## src/rtl/core/mfcr_pkg.sv

```systemverilog
// Package for the Modbus frame check responder: constants, types and the CRC byte update.
package mfcr_pkg;

    localparam int unsigned BYTE_W    = 8;
    localparam int unsigned CRC_W     = 16;
    localparam int unsigned COUNT_W   = 8;
    localparam int unsigned CFG_IDX_W = 1;
    localparam int unsigned CFG_DAT_W = 16;
    localparam int unsigned REPLY_IDX_W = 3;

    localparam logic [CRC_W-1:0]   CRC_INIT  = 16'hFFFF;
    localparam logic [CRC_W-1:0]   CRC_POLY  = 16'hA001;
    localparam logic [COUNT_W-1:0] COUNT_MAX = 8'd255;
    localparam logic [COUNT_W-1:0] MIN_FRAME = 8'd8;
    localparam logic [BYTE_W-1:0]  READ_FUNC = 8'h03;
    localparam logic [BYTE_W-1:0]  BYTE_CNT  = 8'h02;

    localparam logic [BYTE_W-1:0]  OWN_ADDR_RESET    = 8'h01;
    localparam logic [CFG_DAT_W-1:0] REPLY_VAL_RESET = 16'h1234;

    // Register indexes of the configuration port.
    typedef enum logic [CFG_IDX_W-1:0] {
        REG_OWN_ADDRESS = 1'b0,
        REG_REPLY_VALUE = 1'b1
    } t_cfg_reg;

    // Position of a byte within a seven-byte reply.
    typedef enum logic [REPLY_IDX_W-1:0] {
        RPL_ADDR   = 3'd0,
        RPL_FUNC   = 3'd1,
        RPL_COUNT  = 3'd2,
        RPL_VAL_HI = 3'd3,
        RPL_VAL_LO = 3'd4,
        RPL_CRC_LO = 3'd5,
        RPL_CRC_HI = 3'd6
    } t_reply_idx;

    // One byte of CRC-16/MODBUS, reflected, one bit per step.
    function automatic logic [CRC_W-1:0] crc_feed(input logic [CRC_W-1:0] crc,
                                                  input logic [BYTE_W-1:0] data);
        logic [CRC_W-1:0] c;
        c = crc ^ {{(CRC_W-BYTE_W){1'b0}}, data};
        for (int k = 0; k < BYTE_W; k++) begin
            if (c[0]) begin
                c = (c >> 1) ^ CRC_POLY;
            end else begin
                c = c >> 1;
            end
        end
        return c;
    endfunction

endpackage

```

## src/rtl/core/modbus_frame_check_responder.sv

```systemverilog
// Modbus RTU read-request checker and responder, top level.
//
//  Channel  Direction  Handshake               Payload
//  rx       in         i_rx_valid / o_rx_stall i_rx_byte, i_frame_end
//  tx       out        o_tx_valid / i_tx_stall o_tx_byte, o_tx_last, o_frame_ok
//  cfg      in         i_cfg_we                i_cfg_index, i_cfg_data
//
// A new beat can be taken in every cycle unless it is a frame end held by the sequencer.
// A frame end that the block accepts loads the reply sequencer, which hands out one result
// beat per cycle unless the output stalls: seven for an accepted, one for a rejected frame.
// The reply sequencer is the only thing that holds the input: a frame end beat is stalled
// while an earlier reply still has beats to hand to the output register, while bytes that
// do not end a frame are always taken. The output register holds a beat under i_tx_stall.
// Reset is synchronous and active low; it restores the configuration registers and clears
// the frame CRC, count and delay and the busy and valid flags. There is no clearing pass.
module modbus_frame_check_responder
    import mfcr_pkg::*;
(
    input  logic                 i_clk,
    input  logic                 i_rst_n,
    // received bytes
    input  logic                 i_rx_valid,
    output logic                 o_rx_stall,
    input  logic [BYTE_W-1:0]    i_rx_byte,
    input  logic                 i_frame_end,
    // reply bytes
    output logic                 o_tx_valid,
    input  logic                 i_tx_stall,
    output logic [BYTE_W-1:0]    o_tx_byte,
    output logic                 o_tx_last,
    output logic                 o_frame_ok,
    // configuration writes
    input  logic                 i_cfg_we,
    input  logic [CFG_IDX_W-1:0] i_cfg_index,
    input  logic [CFG_DAT_W-1:0] i_cfg_data
);

    // Configuration registers.
    logic [BYTE_W-1:0]    r_own_addr;
    logic [CFG_DAT_W-1:0] r_reply_val;

    // Frame state. The last two bytes seen sit in a two-byte delay and only enter the CRC
    // once a newer byte pushes them out, so the frame's own CRC bytes never reach it.
    logic [CRC_W-1:0]   r_crc;
    logic [COUNT_W-1:0] r_count;
    logic [BYTE_W-1:0]  r_held0;
    logic [BYTE_W-1:0]  r_held1;
    logic [BYTE_W-1:0]  r_first;
    logic [BYTE_W-1:0]  r_second;

    // Reply sequencer.
    logic               r_gen_busy;
    logic               r_gen_ok;
    t_reply_idx         r_gen_idx;
    logic [CRC_W-1:0]   r_gen_crc;

    // Output register.
    logic               r_out_valid;
    logic [BYTE_W-1:0]  r_out_byte;
    logic               r_out_last;
    logic               r_out_ok;

    logic               rx_accept;
    logic               out_ready;
    logic               gen_fire;
    logic               gen_last;
    logic [BYTE_W-1:0]  gen_byte;
    logic [CRC_W-1:0]   n_gen_crc;

    logic [COUNT_W-1:0] n_count;
    logic [CRC_W-1:0]   n_crc;
    logic [BYTE_W-1:0]  n_first;
    logic [BYTE_W-1:0]  n_second;
    logic               frame_good;

    // ------------------------------------------------------------------
    // Handshakes
    // ------------------------------------------------------------------
    assign out_ready = !r_out_valid || !i_tx_stall;
    assign gen_fire  = r_gen_busy && out_ready;
    assign gen_last  = !r_gen_ok || (r_gen_idx == RPL_CRC_HI);

    // A frame end may enter in the same cycle as the previous reply's last beat leaves.
    assign o_rx_stall = i_frame_end && r_gen_busy && !(gen_fire && gen_last);
    assign rx_accept  = i_rx_valid && !o_rx_stall;

    // ------------------------------------------------------------------
    // Frame check for the incoming byte
    // ------------------------------------------------------------------
    always_comb begin
        n_count  = (r_count == COUNT_MAX) ? r_count : r_count + 1'b1;
        n_crc    = (r_count >= 8'd2) ? crc_feed(r_crc, r_held0) : r_crc;
        n_first  = (r_count == 8'd0) ? i_rx_byte : r_first;
        n_second = (r_count == 8'd1) ? i_rx_byte : r_second;
        // The received CRC is the last two bytes, low byte first.
        frame_good = (n_count >= MIN_FRAME)
                  && ({i_rx_byte, r_held1} == n_crc)
                  && (n_first == r_own_addr)
                  && (n_second == READ_FUNC);
    end

    // ------------------------------------------------------------------
    // Reply byte selection. The reply CRC is built one byte per beat as the
    // bytes go out, so it is ready when its two bytes are due.
    // ------------------------------------------------------------------
    always_comb begin
        case (r_gen_idx)
            RPL_ADDR:   gen_byte = r_own_addr;
            RPL_FUNC:   gen_byte = READ_FUNC;
            RPL_COUNT:  gen_byte = BYTE_CNT;
            RPL_VAL_HI: gen_byte = r_reply_val[15:8];
            RPL_VAL_LO: gen_byte = r_reply_val[7:0];
            RPL_CRC_LO: gen_byte = r_gen_crc[7:0];
            RPL_CRC_HI: gen_byte = r_gen_crc[15:8];
            default:    gen_byte = '0;
        endcase
        if (!r_gen_ok) begin
            gen_byte = '0;
        end
        n_gen_crc = crc_feed(r_gen_crc, gen_byte);
    end

    // ------------------------------------------------------------------
    // Configuration registers
    // ------------------------------------------------------------------
    always_ff @(posedge i_clk) begin
        if (!i_rst_n) begin
            r_own_addr  <= OWN_ADDR_RESET;
            r_reply_val <= REPLY_VAL_RESET;
        end else if (i_cfg_we) begin
            case (t_cfg_reg'(i_cfg_index))
                REG_OWN_ADDRESS: r_own_addr  <= i_cfg_data[BYTE_W-1:0];
                REG_REPLY_VALUE: r_reply_val <= i_cfg_data;
                default:         r_reply_val <= r_reply_val;
            endcase
        end
    end

    // ------------------------------------------------------------------
    // Frame state
    // ------------------------------------------------------------------
    always_ff @(posedge i_clk) begin
        if (!i_rst_n) begin
            r_crc   <= CRC_INIT;
            r_count <= '0;
            r_held0 <= '0;
            r_held1 <= '0;
        end else if (rx_accept) begin
            if (i_frame_end) begin
                r_crc   <= CRC_INIT;
                r_count <= '0;
                r_held0 <= '0;
                r_held1 <= '0;
            end else begin
                r_crc   <= n_crc;
                r_count <= n_count;
                r_held0 <= r_held1;
                r_held1 <= i_rx_byte;
            end
        end
    end

    // Address and function bytes are only looked at once the count shows them written.
    always_ff @(posedge i_clk) begin
        if (rx_accept && !i_frame_end) begin
            r_first  <= n_first;
            r_second <= n_second;
        end
    end

    // ------------------------------------------------------------------
    // Reply sequencer and output register
    // ------------------------------------------------------------------
    always_ff @(posedge i_clk) begin
        if (!i_rst_n) begin
            r_gen_busy  <= 1'b0;
            r_gen_idx   <= RPL_ADDR;
            r_out_valid <= 1'b0;
        end else begin
            if (gen_fire) begin
                r_out_valid <= 1'b1;
            end else if (out_ready) begin
                r_out_valid <= 1'b0;
            end
            // A new frame end takes over the sequencer as the old reply's last beat leaves.
            if (rx_accept && i_frame_end) begin
                r_gen_busy <= 1'b1;
                r_gen_idx  <= RPL_ADDR;
            end else if (gen_fire) begin
                if (gen_last) begin
                    r_gen_busy <= 1'b0;
                end else begin
                    r_gen_idx <= t_reply_idx'(r_gen_idx + 1'b1);
                end
            end
        end
    end

    // The reply CRC covers the five header and value bytes only; it stays put while
    // its own two bytes go out.
    always_ff @(posedge i_clk) begin
        if (gen_fire) begin
            r_out_byte <= gen_byte;
            r_out_last <= gen_last;
            r_out_ok   <= r_gen_ok;
        end
        if (rx_accept && i_frame_end) begin
            r_gen_ok  <= frame_good;
            r_gen_crc <= CRC_INIT;
        end else if (gen_fire && (r_gen_idx < RPL_CRC_LO)) begin
            r_gen_crc <= n_gen_crc;
        end
    end

    assign o_tx_valid = r_out_valid;
    assign o_tx_byte  = r_out_byte;
    assign o_tx_last  = r_out_last;
    assign o_frame_ok = r_out_ok;

    // ------------------------------------------------------------------
    // Assertions
    // ------------------------------------------------------------------
    // A rejection is a single zero beat that closes the run.
    a_reject_beat: assert property (@(posedge i_clk) disable iff (!i_rst_n)
        r_out_valid && !r_out_ok |-> r_out_last && (r_out_byte == 8'h00))
        else $error("rejection beat is not a single zero byte");

    // The sequencer never walks past the last reply byte.
    a_gen_range: assert property (@(posedge i_clk) disable iff (!i_rst_n)
        r_gen_busy |-> (r_gen_idx <= RPL_CRC_HI))
        else $error("reply sequencer index out of range");

    // An accepted frame end always starts a fresh reply.
    a_gen_load: assert property (@(posedge i_clk) disable iff (!i_rst_n)
        rx_accept && i_frame_end |=> r_gen_busy && (r_gen_idx == RPL_ADDR))
        else $error("frame end did not start the reply sequencer");

    // The CRC stays at its start value until a third byte pushes the first out of the delay.
    a_crc_delay: assert property (@(posedge i_clk) disable iff (!i_rst_n)
        (r_count <= 8'd2) |-> (r_crc == CRC_INIT))
        else $error("CRC moved before the delay was full");

endmodule
```

## config.mk

```make
export PLATFORM = sky130hd
export DESIGN_NAME = modbus_frame_check_responder
export DESIGN_NICKNAME = d
export VERILOG_FILES = /design/src/rtl/core/mfcr_pkg.sv /design/src/rtl/core/modbus_frame_check_responder.sv
export SDC_FILE = /design/constraint.sdc
export NUM_CORES = 1
export LEC_CHECK = 0
export BUFFER_PORTS_ARGS = -buffer_cell sky130_fd_sc_hd__buf_2
export CORE_MARGIN = 2
export CORE_UTILIZATION = 54
export DETAILED_ROUTE_END_ITERATION = 12
export PLACE_DENSITY = 0.76
export SETUP_SLACK_MARGIN = 0.2
export SYNTH_ARGS = -nofsm -noshare
export SYNTH_HDL_FRONTEND = slang
export SYNTH_SLANG_ARGS = --single-unit
```

## constraint.sdc

```tcl
create_clock -name i_clk -period 2.9 [get_ports i_clk]
set_input_delay 0.58 -clock i_clk [delete_from_list [all_inputs] [get_ports i_clk]]
set_output_delay 0.58 -clock i_clk [all_outputs]
set_load 0.01 [all_outputs]
```

==> flow_metrics.env <==
export IMPL_ir_drop_mv=0.438
export IMPL_drtIter0Drc=352
export IMPL_diodes=0
export IMPL_ys_warn_count=0
export IMPL_grt_pass1_vias=4290
export IMPL_max_freq_ghz=0.359
export IMPL_cts_root_buf="clkbuf_8"
export IMPL_clkTransAtPathRegs_ps=110
export IMPL_rrSetupSlack_ps=110
export IMPL_power_density_nw_per_um2=535
export IMPL_grt_pass1_wl_um=21200
export IMPL_rsz0062_at_grt="true"
export IMPL_tightest_slew_ps=728
export IMPL_dieArea_um2=11400
export IMPL_p_int_mw=2.45
export IMPL_die_x_um=107
export IMPL_viasPerCell=5.73
export IMPL_cp_arrival_ps=3030
export IMPL_synth_cell_type_count=54
export IMPL_p_clk_frac=0.264
export IMPL_power_mw=3.55
export IMPL_vias=4610
export IMPL_antenna_left=0
export IMPL_swShare=0.309
export IMPL_fillers=832
export IMPL_p_sw_mw=1.10
export IMPL_grt_util_all_layers=0.236
export IMPL_clock_sinks=112
export IMPL_critical_path_slowest_cell="or4_4"
export IMPL_cp_slowest_stage_delay_ps=540
export IMPL_htree_levels=3
export IMPL_grt_antenna_before_repair=0
export IMPL_holdPathEnd="r_reply_val[9]$_SDFFE_PN1P_"
export IMPL_dp_cells=767
export IMPL_period_minus_slack_ps=2790
export IMPL_critPathKind="register to register"
export IMPL_worstHoldStart="i_cfg_data[9]"
export IMPL_area_delta_synth_final_pct=16.2
export IMPL_routedWlPerCell_um=16.9
export IMPL_run_status="complete, no violations"
export IMPL_hpwl_um=9330
export IMPL_required_ps=3140
export IMPL_rr_worst_depth=11
export IMPL_layout_area_seq_um2=2520
export IMPL_synth_seq_cells=112
export IMPL_synth_area_top_cells="dfxtp_1 (30%), edfxtp_1 (14%), nand2_1 (8.0%)"
export IMPL_post_route_period_util=0.962
export IMPL_skew_ps=17.7
export IMPL_holdPathStages=3
export IMPL_hold_violations=0
export IMPL_yosysTopAreaCell="dfxtp_1"
export IMPL_layout_nets=704
export IMPL_path_max_fanout=7
export IMPL_max_cap_violations=0
export IMPL_fp_dieH_um=107
export IMPL_synth_flop_cell="dfxtp_1"
export IMPL_leakagePower_nw=2.67
export IMPL_cts_tree="yes"
export IMPL_grt_max_degree=33
export IMPL_setup_viol=0
export IMPL_core_area_um2=10300
export IMPL_hold_slack_ps=388
export IMPL_multi_input_comb_area_um2=3140
export IMPL_synth_nets=646
export IMPL_globalplace_congestion=0.944
export IMPL_cp_end_kind="register"
export IMPL_drv_slew=0
export IMPL_critPathLaunchType="register"
export IMPL_dr_pass1_iters=7
export IMPL_syn_area_um2=5700
export IMPL_synthCells=606
export IMPL_cts_inserted_buffers=9
export IMPL_cp_num_buf_inv=2
export IMPL_synth_edf_count=27
export IMPL_port_buffer_count=42
export IMPL_drc=0
export IMPL_grt_ovfl_total=0
export IMPL_synth_top_area_share=0.298
export IMPL_power_frac_seq=0.509
export IMPL_layout_cells_non_filler=805
export IMPL_hold_buffers=0
export IMPL_r2r_end="r_gen_ok$_DFFE_PP_"
export IMPL_finalSetupTns_ps=0
export IMPL_slew_headroom=0.514
export IMPL_crit_chain="inv_2 -> ha_2 -> nor2_1 -> nand4_1 -> buf_12 -> mux2i_4 -> xnor2_2 -> a211oi_2 -> o21ai_1 -> or4_4 -> nor4_4"
export IMPL_totalWireLength_um=13600
export IMPL_power_frac_comb=0.227
export IMPL_ys_seq_area_frac=0.441
export IMPL_clk_latency_ps=410
export IMPL_drive_gt1_frac=0.230
export IMPL_timing_rr_start="r_count[0]$_SDFFE_PN0P_"
export IMPL_pin_count=43
export IMPL_synth_async_reset_ratio=0
export IMPL_cts_path_max_buffers=2
export IMPL_row_count=37
export IMPL_synth_avg_cell_area_um2=9.41
export IMPL_holdCritPathClass="input port to register"
export IMPL_crit_family="simple AND/OR/NAND/NOR gates"
export IMPL_start_util=0.555
==> stage by stage <==
| stage | setup WS [ps] | utilization | instance area [µm²] |
|---|---|---|---|
| finish | 111 | 0.645 | 6630 |
| global route | 9.65 | 0.645 | 6630 |
| CTS | 106 | 0.612 | 6290 |
| detailed placement | -4.30 | 0.591 | 6070 |
| global placement | 37.1 | 0.591 | 6070 |
| floorplan | 321 | - | 5720 |
==> cell usage after synthesis (all sizes together) (20+ instances only) <==
master / count
clkbuf: 25
edfxtp: 27
mux2: 21
dfxtp: 85
nand2: 122
nand3: 32
a21boi: 21
nor2b: 23
xnor2: 42
a22oi: 20
xor2: 24
nor2: 20
==> cells by family after synthesis <==
kind of cell	count (synthesis)	share of synthesized area
muxes	31	0.0603
buffers and inverters	46	0.0342
DFF	112	0.441
adders and majority gates	9	0.0198
and+or+nand+nor	230	0.187
AOI/OAI and AO/OA	108	0.138
xor gates and xnor gates	70	0.120
==> power by group through the flow <==
stage | registers (mW) | clock network [mW] | logic [mW]
final | 1.81 | 0.938 | 0.806
after global routing | 1.81 | 1.00 | 0.881
after CTS | 1.80 | 0.956 | 0.720
after detailed placement | 1.83 | 0 | 0.711
after global placement | 1.83 | 0 | 0.684
after floorplan | 1.80 | 0 | 0.558
==> layer usage <==
metal / global-route usage / routed length (µm) / vias to the layer above
li1: - / - / 2222
met2: 0.376 / 6410 / 180
met5: 0 / 0 / -
met1: 0.309 / 5770 / 2175
met3: 0.0571 / 977 / 33
met4: 0.0974 / 410 / 0
==> how the worst max path moves through the flow <==
stage,start,endpoint,slack [ps],cells past startpoint
2_1_floorplan,r_gen_idx[0]$_SDFFE_PP0P_,r_gen_crc[0]$_SDFFE_PP1P_,320,11
3_3_place_gp,r_count[0]$_SDFFE_PN0P_,r_gen_ok$_DFFE_PP_,40,11
3_5_place_dp,r_count[0]$_SDFFE_PN0P_,r_gen_ok$_DFFE_PP_,-4,11
4_1_cts,r_count[0]$_SDFFE_PN0P_,r_gen_ok$_DFFE_PP_,110,11
5_1_grt,r_count[0]$_SDFFE_PN0P_,r_gen_ok$_DFFE_PP_,10,11
6_report,r_count[0]$_SDFFE_PN0P_,r_gen_ok$_DFFE_PP_,110,11
==> repair_timing <==
| action | in CTS | in global routing |
|---|---|---|
| resized for setup | 5 | 31 |
| pin swaps | 1 | 16 |
| hold endpoints to repair | 0 | 0 |
| gates cloned | 0 | 2 |
| endpoints found under the setup margin | 4 | 4 |
| buffers inserted | 1 | 19 |
==> final cells by class <==
class / count / share of cell area
Clock inverter: 7 / 0.0106
Timing Repair Buffer: 81 / 0.0834
Inverter: 12 / 0.00717
Clock buffer: 9 / 0.0187
Multi-Input combinational cell: 448 / 0.474
Tap cell: 136 / 0.0257
Sequential cell: 112 / 0.381
==> layout by cell type (no fill, tap or decap), types with 21 or more instances in the layout <==
cell type / instances
edfxtp_1: 27
dfxtp_1: 81
nand2_1: 121
a21boi_0: 21
nand3_1: 32
xnor2_1: 35
buf_2: 42
buf_4: 32
xor2_1: 23
nor2b_1: 23
==> worst reg2reg max path, delay by kind of cell (launching register included) <==
family	cells	cell delay, ps
simple gates	4	1110
compound gates	2	420
flops	1	350
buf+inv	2	250
mux	1	180
fa+ha+maj	1	160
xor+xnor	1	150
==> state kept, by name (all words and copies together), names as in the netlist, 3 cells and up <==
signal,flops
r_gen_idx,3
o_tx_byte,8
r_held0,8
r_crc,16
r_count,8
r_second,8
r_gen_crc,16
r_reply_val,16
r_own_addr,8
r_first,8
r_held1,8
(Power assumes the default switching activity.)
